<file path="src/design/brm_pkg.sv">
// shared types and constants of the bus activity rate monitor
package brm_pkg;

    localparam int unsigned DATA_W     = 32;
    localparam int unsigned WLEN_W     = 16;
    localparam int unsigned DIVIDEND_W = 42;
    localparam int unsigned DIV_CNT_W  = 6;
    localparam int unsigned ADDR_W     = 3;

    localparam logic [DATA_W-1:0]  MS_PER_SECOND  = 32'd1000;
    localparam logic [1:0]         STALE_WINDOWS  = 2'd2;
    localparam logic [WLEN_W-1:0]  WLEN_RESET     = 16'd1000;
    localparam logic               REG_WINDOW_LEN = 1'b0;

    typedef enum logic [1:0] {
        OP_SUCCESS = 2'd0,
        OP_FAIL    = 2'd1,
        OP_CLEAR   = 2'd2,
        OP_REPORT  = 2'd3
    } t_op;

    typedef enum logic [2:0] {
        ST_IDLE,
        ST_EVAL,
        ST_WIN,
        ST_DIV,
        ST_DONE
    } t_state;

    typedef struct packed {
        logic                  start;
        logic [DIVIDEND_W-1:0] dividend;
        logic [DATA_W-1:0]     divisor;
    } t_div_req;

    typedef struct packed {
        logic                  done;
        logic [DIVIDEND_W-1:0] quotient;
    } t_div_rsp;

endpackage

</file>
<file path="src/design/brm_div.sv">
// iterative restoring divider, one quotient bit per cycle
module brm_div (
    input  logic              i_clk,
    input  logic              i_rst_n,
    input  brm_pkg::t_div_req i_req,
    output brm_pkg::t_div_rsp o_rsp
);
    import brm_pkg::*;

    logic                  r_busy;
    logic                  r_done;
    logic [DIV_CNT_W-1:0]  r_cnt;
    logic [DATA_W:0]       r_rem;
    logic [DIVIDEND_W-1:0] r_quo;
    logic [DATA_W-1:0]     r_dsr;

    logic [DATA_W:0]       w_rem_sh;
    logic [DATA_W+1:0]     w_diff;

    assign w_rem_sh = {r_rem[DATA_W-1:0], r_quo[DIVIDEND_W-1]};
    assign w_diff   = {1'b0, w_rem_sh} - {2'b00, r_dsr};

    always_ff @(posedge i_clk) begin
        if (!i_rst_n) begin
            r_busy <= 1'b0;
            r_done <= 1'b0;
            r_cnt  <= '0;
        end else begin
            r_done <= 1'b0;
            if (i_req.start) begin
                r_busy <= 1'b1;
                r_cnt  <= '0;
            end else if (r_busy) begin
                r_cnt <= r_cnt + 1'b1;
                if (r_cnt == DIV_CNT_W'(DIVIDEND_W - 1)) begin
                    r_busy <= 1'b0;
                    r_done <= 1'b1;
                end
            end
        end
    end

    always_ff @(posedge i_clk) begin
        if (i_req.start) begin
            r_rem <= '0;
            r_quo <= i_req.dividend;
            r_dsr <= i_req.divisor;
        end else if (r_busy) begin
            if (!w_diff[DATA_W+1]) begin
                r_rem <= w_diff[DATA_W:0];
                r_quo <= {r_quo[DIVIDEND_W-2:0], 1'b1};
            end else begin
                r_rem <= w_rem_sh;
                r_quo <= {r_quo[DIVIDEND_W-2:0], 1'b0};
            end
        end
    end

    assign o_rsp.done     = r_done;
    assign o_rsp.quotient = r_quo;

endmodule

</file>
<file path="src/design/bus_activity_rate_monitor.sv">
// top level of the bus activity rate monitor
//
// Each item is a bus event (success, failure, clear or report) stamped with a
// millisecond time, and yields one result item with the counters, the peak
// rate, the time since clear and the current window rate. An item passes from
// idle through evaluation to done, where its result is loaded; a success also
// passes the window state, and one that closes a rate window waits in the
// divide state for an iterative divider that yields one of 42 quotient bits
// per cycle. The input is ready again the cycle after the result is loaded,
// so no new item is taken before the last is through; it is accepted while
// a result still waits on the output. Per-channel counts live in a small
// memory with one valid bit per channel, so a clear takes effect at once. The
// window length register sits at byte addresses 0 to 3 of the config port.
module bus_activity_rate_monitor #(
    parameter int unsigned NUM_CHANNELS = 8
) (
    input  logic                        i_clk,
    input  logic                        i_rst_n,
    input  logic                        psel,
    input  logic                        penable,
    input  logic                        pwrite,
    input  logic [brm_pkg::ADDR_W-1:0]  paddr,
    input  logic [brm_pkg::DATA_W-1:0]  pwdata,
    output logic [brm_pkg::DATA_W-1:0]  prdata,
    output logic                        pready,
    input  logic                        i_in_valid,
    output logic                        o_in_ready,
    input  logic [1:0]                  i_op,
    input  logic [31:0]                 i_time_ms,
    input  logic [2:0]                  i_channel,
    output logic                        o_out_valid,
    input  logic                        i_out_ready,
    output logic [31:0]                 o_total_ops,
    output logic [31:0]                 o_failed_ops,
    output logic [31:0]                 o_channel_ops,
    output logic [31:0]                 o_rate_hz,
    output logic [31:0]                 o_peak_hz,
    output logic [31:0]                 o_since_clear_ms
);
    import brm_pkg::*;

    localparam int unsigned IDX_W = (NUM_CHANNELS > 1) ? $clog2(NUM_CHANNELS) : 1;
    localparam logic [8:0]  NCH   = 9'(NUM_CHANNELS);

    t_state r_state;
    t_state n_state;

    logic [WLEN_W-1:0] r_win_len;
    logic [WLEN_W-1:0] w_eff;

    t_op               r_op;
    logic [DATA_W-1:0] r_time;
    logic [IDX_W-1:0]  r_idx;
    logic              r_in_rng;

    logic [DATA_W-1:0] r_total;
    logic [DATA_W-1:0] r_failed;
    logic [DATA_W-1:0] r_win_start;
    logic [DATA_W-1:0] r_win_count;
    logic [DATA_W-1:0] r_last_rate;
    logic [DATA_W-1:0] r_peak;
    logic [DATA_W-1:0] r_since;
    logic [DATA_W-1:0] r_span;
    logic [DATA_W-1:0] r_chan_val;
    logic [DIVIDEND_W-1:0] r_dividend;

    logic [DATA_W-1:0] r_chan_mem [NUM_CHANNELS];
    logic [NUM_CHANNELS-1:0] r_chan_vld;
    logic [DATA_W-1:0] r_rd_data;

    logic              r_out_vld;
    logic [DATA_W-1:0] r_out_total;
    logic [DATA_W-1:0] r_out_failed;
    logic [DATA_W-1:0] r_out_chan;
    logic [DATA_W-1:0] r_out_rate;
    logic [DATA_W-1:0] r_out_peak;
    logic [DATA_W-1:0] r_out_elapsed;

    logic              w_accept;
    logic              w_load;
    logic [8:0]        w_ch_ext;
    logic              w_in_rng;
    logic [IDX_W-1:0]  w_in_idx;
    logic [DATA_W-1:0] w_ch_cnt;
    logic [DATA_W-1:0] w_stamp;
    logic [DATA_W-1:0] w_ws;
    logic [DIVIDEND_W-1:0] w_mul;
    logic              w_close;
    logic [DATA_W-1:0] w_sat;
    logic [DATA_W-1:0] w_age;
    logic              w_mem_we;
    logic              w_cfg_wr;

    t_div_req          w_div_req;
    t_div_rsp          w_div_rsp;

    // configuration port
    assign pready   = 1'b1;
    assign w_cfg_wr = psel && penable && pwrite && (paddr[2] == REG_WINDOW_LEN);
    assign prdata   = (paddr[2] == REG_WINDOW_LEN) ? {{(DATA_W-WLEN_W){1'b0}}, r_win_len} : '0;
    assign w_eff    = (r_win_len == '0) ? WLEN_W'(1) : r_win_len;

    always_ff @(posedge i_clk) begin
        if (!i_rst_n) begin
            r_win_len <= WLEN_RESET;
        end else if (w_cfg_wr) begin
            r_win_len <= pwdata[WLEN_W-1:0];
        end
    end

    // input decode
    assign w_accept = i_in_valid && o_in_ready;
    assign w_ch_ext = {6'b0, i_channel};
    assign w_in_rng = w_ch_ext < NCH;
    assign w_in_idx = w_ch_ext[IDX_W-1:0];

    // per-channel count memory
    assign w_ch_cnt = r_chan_vld[r_idx] ? r_rd_data : '0;
    assign w_mem_we = (r_state == ST_EVAL) && (r_op == OP_SUCCESS) && r_in_rng;

    always_ff @(posedge i_clk) begin
        if (w_mem_we) begin
            r_chan_mem[r_idx] <= w_ch_cnt + 1'b1;
        end
        if (w_accept) begin
            r_rd_data <= r_chan_mem[w_in_idx];
        end
    end

    // window arithmetic
    assign w_stamp = (r_time == '0) ? DATA_W'(1) : r_time;
    assign w_ws    = (r_win_start == '0) ? w_stamp : r_win_start;
    assign w_mul   = DIVIDEND_W'({r_win_count, 10'b0})
                   - DIVIDEND_W'({r_win_count, 4'b0})
                   - DIVIDEND_W'({r_win_count, 3'b0});
    assign w_close = r_span >= DATA_W'(w_eff);
    assign w_sat   = (w_div_rsp.quotient[DIVIDEND_W-1:DATA_W] != '0) ? '1
                   : w_div_rsp.quotient[DATA_W-1:0];
    assign w_age   = r_time - r_win_start;

    assign w_div_req.start    = (r_state == ST_WIN) && w_close;
    assign w_div_req.dividend = r_dividend;
    assign w_div_req.divisor  = r_span;

    brm_div u_div (
        .i_clk   (i_clk),
        .i_rst_n (i_rst_n),
        .i_req   (w_div_req),
        .o_rsp   (w_div_rsp)
    );

    // sequencer
    always_ff @(posedge i_clk) begin
        if (!i_rst_n) begin
            r_state <= ST_IDLE;
        end else begin
            r_state <= n_state;
        end
    end

    always_comb begin
        n_state    = r_state;
        o_in_ready = 1'b0;
        w_load     = 1'b0;
        unique case (r_state)
            ST_IDLE: begin
                o_in_ready = 1'b1;
                if (i_in_valid) begin
                    n_state = ST_EVAL;
                end
            end
            ST_EVAL: begin
                n_state = (r_op == OP_SUCCESS) ? ST_WIN : ST_DONE;
            end
            ST_WIN: begin
                n_state = w_close ? ST_DIV : ST_DONE;
            end
            ST_DIV: begin
                if (w_div_rsp.done) begin
                    n_state = ST_DONE;
                end
            end
            ST_DONE: begin
                if (!r_out_vld || i_out_ready) begin
                    w_load  = 1'b1;
                    n_state = ST_IDLE;
                end
            end
            default: n_state = ST_IDLE;
        endcase
    end

    // statistics state
    always_ff @(posedge i_clk) begin
        if (!i_rst_n) begin
            r_total     <= '0;
            r_failed    <= '0;
            r_win_start <= '0;
            r_win_count <= '0;
            r_last_rate <= '0;
            r_peak      <= '0;
            r_since     <= '0;
            r_chan_vld  <= '0;
        end else begin
            case (r_state)
                ST_EVAL: begin
                    case (r_op)
                        OP_SUCCESS: begin
                            r_total     <= r_total + 1'b1;
                            r_win_start <= w_ws;
                            if (r_in_rng) begin
                                r_chan_vld[r_idx] <= 1'b1;
                            end
                        end
                        OP_FAIL: begin
                            r_failed <= r_failed + 1'b1;
                        end
                        OP_CLEAR: begin
                            r_total     <= '0;
                            r_failed    <= '0;
                            r_win_start <= '0;
                            r_win_count <= '0;
                            r_last_rate <= '0;
                            r_peak      <= '0;
                            r_since     <= r_time;
                            r_chan_vld  <= '0;
                        end
                        default: begin
                        end
                    endcase
                end
                ST_WIN: begin
                    if (w_close) begin
                        r_win_start <= w_stamp;
                        r_win_count <= DATA_W'(1);
                    end else begin
                        r_win_count <= r_win_count + 1'b1;
                    end
                end
                ST_DIV: begin
                    if (w_div_rsp.done) begin
                        r_last_rate <= w_sat;
                        if (w_sat > r_peak) begin
                            r_peak <= w_sat;
                        end
                    end
                end
                default: begin
                end
            endcase
        end
    end

    // item and working registers
    always_ff @(posedge i_clk) begin
        if (w_accept) begin
            r_op     <= t_op'(i_op);
            r_time   <= i_time_ms;
            r_idx    <= w_in_idx;
            r_in_rng <= w_in_rng;
        end
        if (r_state == ST_EVAL) begin
            r_span     <= r_time - w_ws;
            r_dividend <= w_mul;
            if (!r_in_rng || r_op == OP_CLEAR) begin
                r_chan_val <= '0;
            end else if (r_op == OP_SUCCESS) begin
                r_chan_val <= w_ch_cnt + 1'b1;
            end else begin
                r_chan_val <= w_ch_cnt;
            end
        end
    end

    // result register
    always_ff @(posedge i_clk) begin
        if (!i_rst_n) begin
            r_out_vld <= 1'b0;
        end else if (w_load) begin
            r_out_vld <= 1'b1;
        end else if (i_out_ready) begin
            r_out_vld <= 1'b0;
        end
    end

    always_ff @(posedge i_clk) begin
        if (w_load) begin
            r_out_total   <= r_total;
            r_out_failed  <= r_failed;
            r_out_chan    <= r_chan_val;
            r_out_peak    <= r_peak;
            r_out_elapsed <= r_time - r_since;
            if ((r_win_start != '0)
                && (w_age < DATA_W'(DATA_W'(w_eff) * DATA_W'(STALE_WINDOWS)))) begin
                r_out_rate <= r_last_rate;
            end else begin
                r_out_rate <= '0;
            end
        end
    end

    assign o_out_valid      = r_out_vld;
    assign o_total_ops      = r_out_total;
    assign o_failed_ops     = r_out_failed;
    assign o_channel_ops    = r_out_chan;
    assign o_rate_hz        = r_out_rate;
    assign o_peak_hz        = r_out_peak;
    assign o_since_clear_ms = r_out_elapsed;

endmodule
</file>
<file path="config.mk">
export PLATFORM = sky130hd
export DESIGN_NAME = bus_activity_rate_monitor
export DESIGN_NICKNAME = d
export VERILOG_FILES = /design/src/design/brm_pkg.sv /design/src/design/brm_div.sv /design/src/design/bus_activity_rate_monitor.sv
export SDC_FILE = /design/constraint.sdc
export NUM_CORES = 2
export LEC_CHECK = 0
export CORE_MARGIN = 3
export CORE_UTILIZATION = 40
export DETAILED_ROUTE_END_ITERATION = 16
export DONT_BUFFER_PORTS = 1
export SLEW_MARGIN = 20
export SYNTH_ARGS = -nofsm -noshare
export SYNTH_HDL_FRONTEND = slang
export SYNTH_SLANG_ARGS = --single-unit
</file>
<file path="constraint.sdc">
create_clock -name i_clk -period 15.71 [get_ports i_clk]
set_clock_uncertainty 0.1 [all_clocks]
set_input_delay 4.713 -clock i_clk [delete_from_list [all_inputs] [get_ports i_clk]]
set_output_delay 4.713 -clock i_clk [all_outputs]
set_load 0.01 [all_outputs]
</file>
==> impl_metrics.prom <==
# TYPE chip_impl_metric gauge
chip_impl_info{name="status",value="finished, final reports clean"} 1
chip_impl_metric{name="drt.antenna.violating_nets",unit=""} 0
chip_impl_metric{name="worst_pin_slew",unit="ns"} 1.00
chip_impl_metric{name="critical_path_arrival",unit="ns"} 4.93
chip_impl_info{name="top_register",value="r_chan_mem"} 1
chip_impl_info{name="timing_worst_setup_path_type",value="primary input to primary output"} 1
chip_impl_metric{name="placement_rows",unit=""} 128
chip_impl_metric{name="avgViaCountPerCell",unit=""} 5.41
chip_impl_metric{name="max-clock-path-buffers",unit=""} 3
chip_impl_info{name="critical_path.top_delay_family",value="simple AND/OR/NAND/NOR gates"} 1
chip_impl_metric{name="power.internal",unit="W"} 0.00502
chip_impl_metric{name="via_count_of_the_first_global_routing_pass",unit=""} 32132
chip_impl_metric{name="grt_start_max_net_pins",unit=""} 189
chip_impl_metric{name="number_of_design_rule_violations_left_by_the_first_detailed_router_iteration",unit=""} 2758
chip_impl_metric{name="max-cap-violations",unit=""} 0
chip_impl_metric{name="syn-mean-instance-area",unit="µm²"} 11.2
chip_impl_metric{name="hold_path_depth",unit=""} 0
chip_impl_metric{name="layout.nets",unit=""} 4788
chip_impl_metric{name="critical_path_required",unit="ns"} 10.90
chip_impl_info{name="worstHoldPathType",value="register to register"} 1
chip_impl_metric{name="ys_seq_elements",unit=""} 986
chip_impl_metric{name="die_x",unit="µm"} 359
chip_impl_metric{name="p_clk_frac",unit=""} 0.382
chip_impl_metric{name="power.density_cell_area",unit="nW/µm²"} 127
chip_impl_metric{name="die-area",unit="µm²"} 129000
chip_impl_metric{name="grt.overflow.total",unit=""} 0
chip_impl_metric{name="crit_fanout",unit=""} 18
chip_impl_info{name="worst_r2r_startpoint",value="r_time[1]$_DFFE_PP_"} 1
chip_impl_metric{name="filler_cell_count",unit=""} 11371
chip_impl_metric{name="timing.final.setup_violations",unit=""} 0
chip_impl_metric{name="cts_repair_resize_count",unit=""} 0
chip_impl_info{name="tritoncts_clock_tree",value="yes"} 1
chip_impl_metric{name="post-place-ws",unit="ns"} 5.98
chip_impl_info{name="worst_path_max_delay_cell",value="nor2_1"} 1
chip_impl_metric{name="vias",unit=""} 33197
chip_impl_metric{name="synth_area",unit="µm²"} 49800
chip_impl_metric{name="power.switching",unit="W"} 0.00197
chip_impl_metric{name="post_route_cells_drive_above_1_share",unit=""} 0.0977
chip_impl_info{name="rr_endpoint",value="o_rate_hz[26]$_SDFFCE_PN0P_"} 1
chip_impl_metric{name="initial_utilization",unit=""} 0.406
chip_impl_metric{name="core_area",unit="µm²"} 123000
chip_impl_metric{name="grt_antenna_before_repair",unit=""} 14
chip_impl_metric{name="groute.layer.met1.usage",unit=""} 0.260
chip_impl_metric{name="setup_tns",unit="ns"} 0
chip_impl_metric{name="power.leakage",unit="nW"} 19.5
chip_impl_metric{name="gp_congestion",unit=""} 0.885
chip_impl_metric{name="synth-warning-count",unit=""} 0
chip_impl_metric{name="period_minus_slack",unit="ns"} 9.75
chip_impl_metric{name="power_switching_share",unit=""} 0.282
chip_impl_metric{name="share_comb_of_total_power",unit=""} 0.183
chip_impl_metric{name="critPathBufInv",unit=""} 0
chip_impl_metric{name="timing.slew.headroom",unit=""} 0.332
chip_impl_metric{name="area_delta_synth_final",unit="%"} 11.0
chip_impl_info{name="worstPathCellList",value="nor2_1"} 1
chip_impl_metric{name="async_reset_ff_frac",unit=""} 0
chip_impl_metric{name="clock_latency_late_sink",unit="ns"} 0.74
chip_impl_metric{name="boundaryPins",unit=""} 306
chip_impl_metric{name="worst_stage_delay_on_the_critical_path",unit="ns"} 0.22
chip_impl_metric{name="vdd.ir_drop.worst",unit="mV"} 0.103
chip_impl_info{name="final_common_cell",value="edfxtp_1"} 1
chip_impl_metric{name="cts_num_sinks",unit=""} 986
chip_impl_info{name="setup.worst_path.start_class",value="primary input"} 1
chip_impl_metric{name="synth_cell_types",unit=""} 96
chip_impl_metric{name="synth.yosys.seq_area_share",unit=""} 0.536
chip_impl_metric{name="hold_buffers",unit=""} 0
chip_impl_metric{name="clkSlewWorstSetupHoldPaths",unit="ns"} 0.07
chip_impl_metric{name="detailedPlacementHpwl",unit="µm"} 83300
chip_impl_metric{name="wl_per_cell",unit="µm"} 19.9
chip_impl_metric{name="detail_route.drc_violations",unit=""} 0
chip_impl_metric{name="detail_route.wirelength",unit="µm"} 122000
chip_impl_info{name="ys_dominant_reg_cell",value="edfxtp_1"} 1
chip_impl_info{name="critical_path.startpoint",value="paddr[2]"} 1
chip_impl_metric{name="finalCritPeriodShare",unit=""} 0.620
chip_impl_metric{name="worst-r2r-setup-slack",unit="ns"} 10.16
chip_impl_metric{name="grt_pass1_wl",unit="µm"} 189000
chip_impl_info{name="crit_end",value="prdata[13]"} 1
chip_impl_info{name="top_regs",value="r_chan_mem x256, u_div.r_quo x42, r_dividend x39"} 1
chip_impl_metric{name="worst-path-stages",unit=""} 1
chip_impl_metric{name="cts.htree.levels",unit=""} 3
chip_impl_metric{name="die_height",unit="µm"} 359
chip_impl_metric{name="number_of_buffer_cells_added_on_primary_ports",unit=""} 0
chip_impl_metric{name="worstRegToRegCells",unit=""} 18
chip_impl_metric{name="fin_ws",unit="ns"} 5.96
chip_impl_info{name="grt_busiest_layer",value="met2"} 1
chip_impl_info{name="grt_setup_unrepaired",value="no"} 1
chip_impl_metric{name="cts_setup_buffers",unit=""} 0
chip_impl_info{name="top_library_cells_by_usage_in_the_layout_fill_and_taps_aside",value="edfxtp_1 (694), nand2_1 (557), dfxtp_1 (292)"} 1
chip_impl_metric{name="use_met2",unit=""} 0.300
chip_impl_metric{name="hold_viol",unit=""} 0
chip_impl_metric{name="timing_max_transition_violations_final",unit=""} 0
chip_impl_info{name="crit_path_end_kind",value="primary output"} 1
chip_impl_metric{name="post_synth_inst_count",unit=""} 4448
chip_impl_metric{name="largest_reg_flops",unit=""} 256
chip_impl_metric{name="groute.layer.met3.usage",unit=""} 0.0354
chip_impl_metric{name="number_of_flops_mapped_to_enable_cells_by_yosys",unit=""} 694
chip_impl_info{name="cts_root_buf",value="clkbuf_16"} 1
chip_impl_metric{name="cts_inserted_buffers",unit=""} 106
chip_impl_metric{name="grt_usage",unit=""} 0.188
chip_impl_metric{name="fmax",unit="GHz"} 0.103
chip_impl_metric{name="pre_repair_dr_iteration_count",unit=""} 8
chip_impl_metric{name="seq_power_share",unit=""} 0.434
## kinds of logic (layout without fill, tap and decap cells)
group / after synthesis / after routing / synth area share
mux: 144 / 144 / 0.0464
buf+inv: 439 / 481 / 0.0359
fa+ha+maj: 297 / 297 / 0.0790
compound gates: 919 / 919 / 0.122
simple gates: 1423 / 1423 / 0.139
other cells: 2 / 24 / 0.000151
xor+xnor: 238 / 238 / 0.0419
flops: 986 / 986 / 0.536
## area by class of cell
class	count	area, µm²	area share
clock buffers	132	2870	0.0520
well taps	1625	2030	0.0368
clock inverters	69	903	0.0163
repair buffers	41	320	0.00580
multi-input cells	3038	21500	0.390
flip-flops and latches	986	26700	0.483
diodes	7	17.5	0.000317
inverters	239	897	0.0162
## synthesized netlist by cell type (31+ instances only)
cell type,instances,share of area
nor4_1,34,0.0043
nor4_2,31,0.0078
or2_2,37,0.0047
mux4_2,66,0.030
mux2_2,33,0.0075
dfxtp_1,292,0.12
edfxtp_1,694,0.42
o21a_1,56,0.0084
clkbuf_1,146,0.011
a21oi_1,260,0.026
and2_1,33,0.0041
nor2b_1,62,0.0078
a21o_1,105,0.016
o21ai_0,147,0.015
xor2_1,113,0.020
inv_1,239,0.018
o211ai_1,37,0.0056
and3_1,54,0.0068
xnor2_1,125,0.022
a21boi_0,92,0.014
mux2i_1,45,0.0091
ha_1,268,0.067
nor3_1,41,0.0041
nand2_1,560,0.042
nor2_1,295,0.022
nand4_1,52,0.0065
nand3_1,118,0.012
## worst min path at each step
stage	from	to	slack [ns]
2_1_floorplan	r_chan_val[0]$_SDFFCE_PP0P_	o_channel_ops[0]$_DFFE_PP_	0.30
3_3_place_gp	r_chan_val[2]$_SDFFCE_PP0P_	o_channel_ops[2]$_DFFE_PP_	0.30
3_5_place_dp	r_chan_val[14]$_SDFFCE_PP0P_	o_channel_ops[14]$_DFFE_PP_	0.30
4_1_cts	r_chan_val[29]$_SDFFCE_PP0P_	o_channel_ops[29]$_DFFE_PP_	0.29
5_1_grt	r_chan_val[29]$_SDFFCE_PP0P_	o_channel_ops[29]$_DFFE_PP_	0.31
6_report	r_chan_val[29]$_SDFFCE_PP0P_	o_channel_ops[29]$_DFFE_PP_	0.28
## power by group through the flow
stage	logic (W)	clock network [W]	registers, W
final	0.00128	0.00267	0.00304
after global routing	0.00144	0.00285	0.00305
after CTS	0.00128	0.00274	0.00304
after detailed placement	0.00127	0	0.00309
after global placement	0.00126	0	0.00309
after floorplan	0.000998	0	0.00306
## metal layers
metal / up-vias / routed length [µm] / part of all wire
met5: - / 27 / 0.00022
met4: 4 / 3130 / 0.026
met3: 175 / 7740 / 0.063
met1: 16172 / 54900 / 0.45
li1: 16062 / - / -
met2: 784 / 56200 / 0.46
## metrics by stage
stage	utilization	std cells	instance area (µm²)	power [W]	hold WS, ns
detailed placement	0.419	5929	51500	0.00436	0.305
finish	0.450	6137	55300	0.00699	0.279
CTS	0.450	6130	55200	0.00706	0.290
global route	0.450	6130	55200	0.00733	0.307
global placement	0.419	5928	51400	0.00434	0.303
floorplan	-	4463	49800	0.00405	0.300
Power figures use the tool's default switching activity.
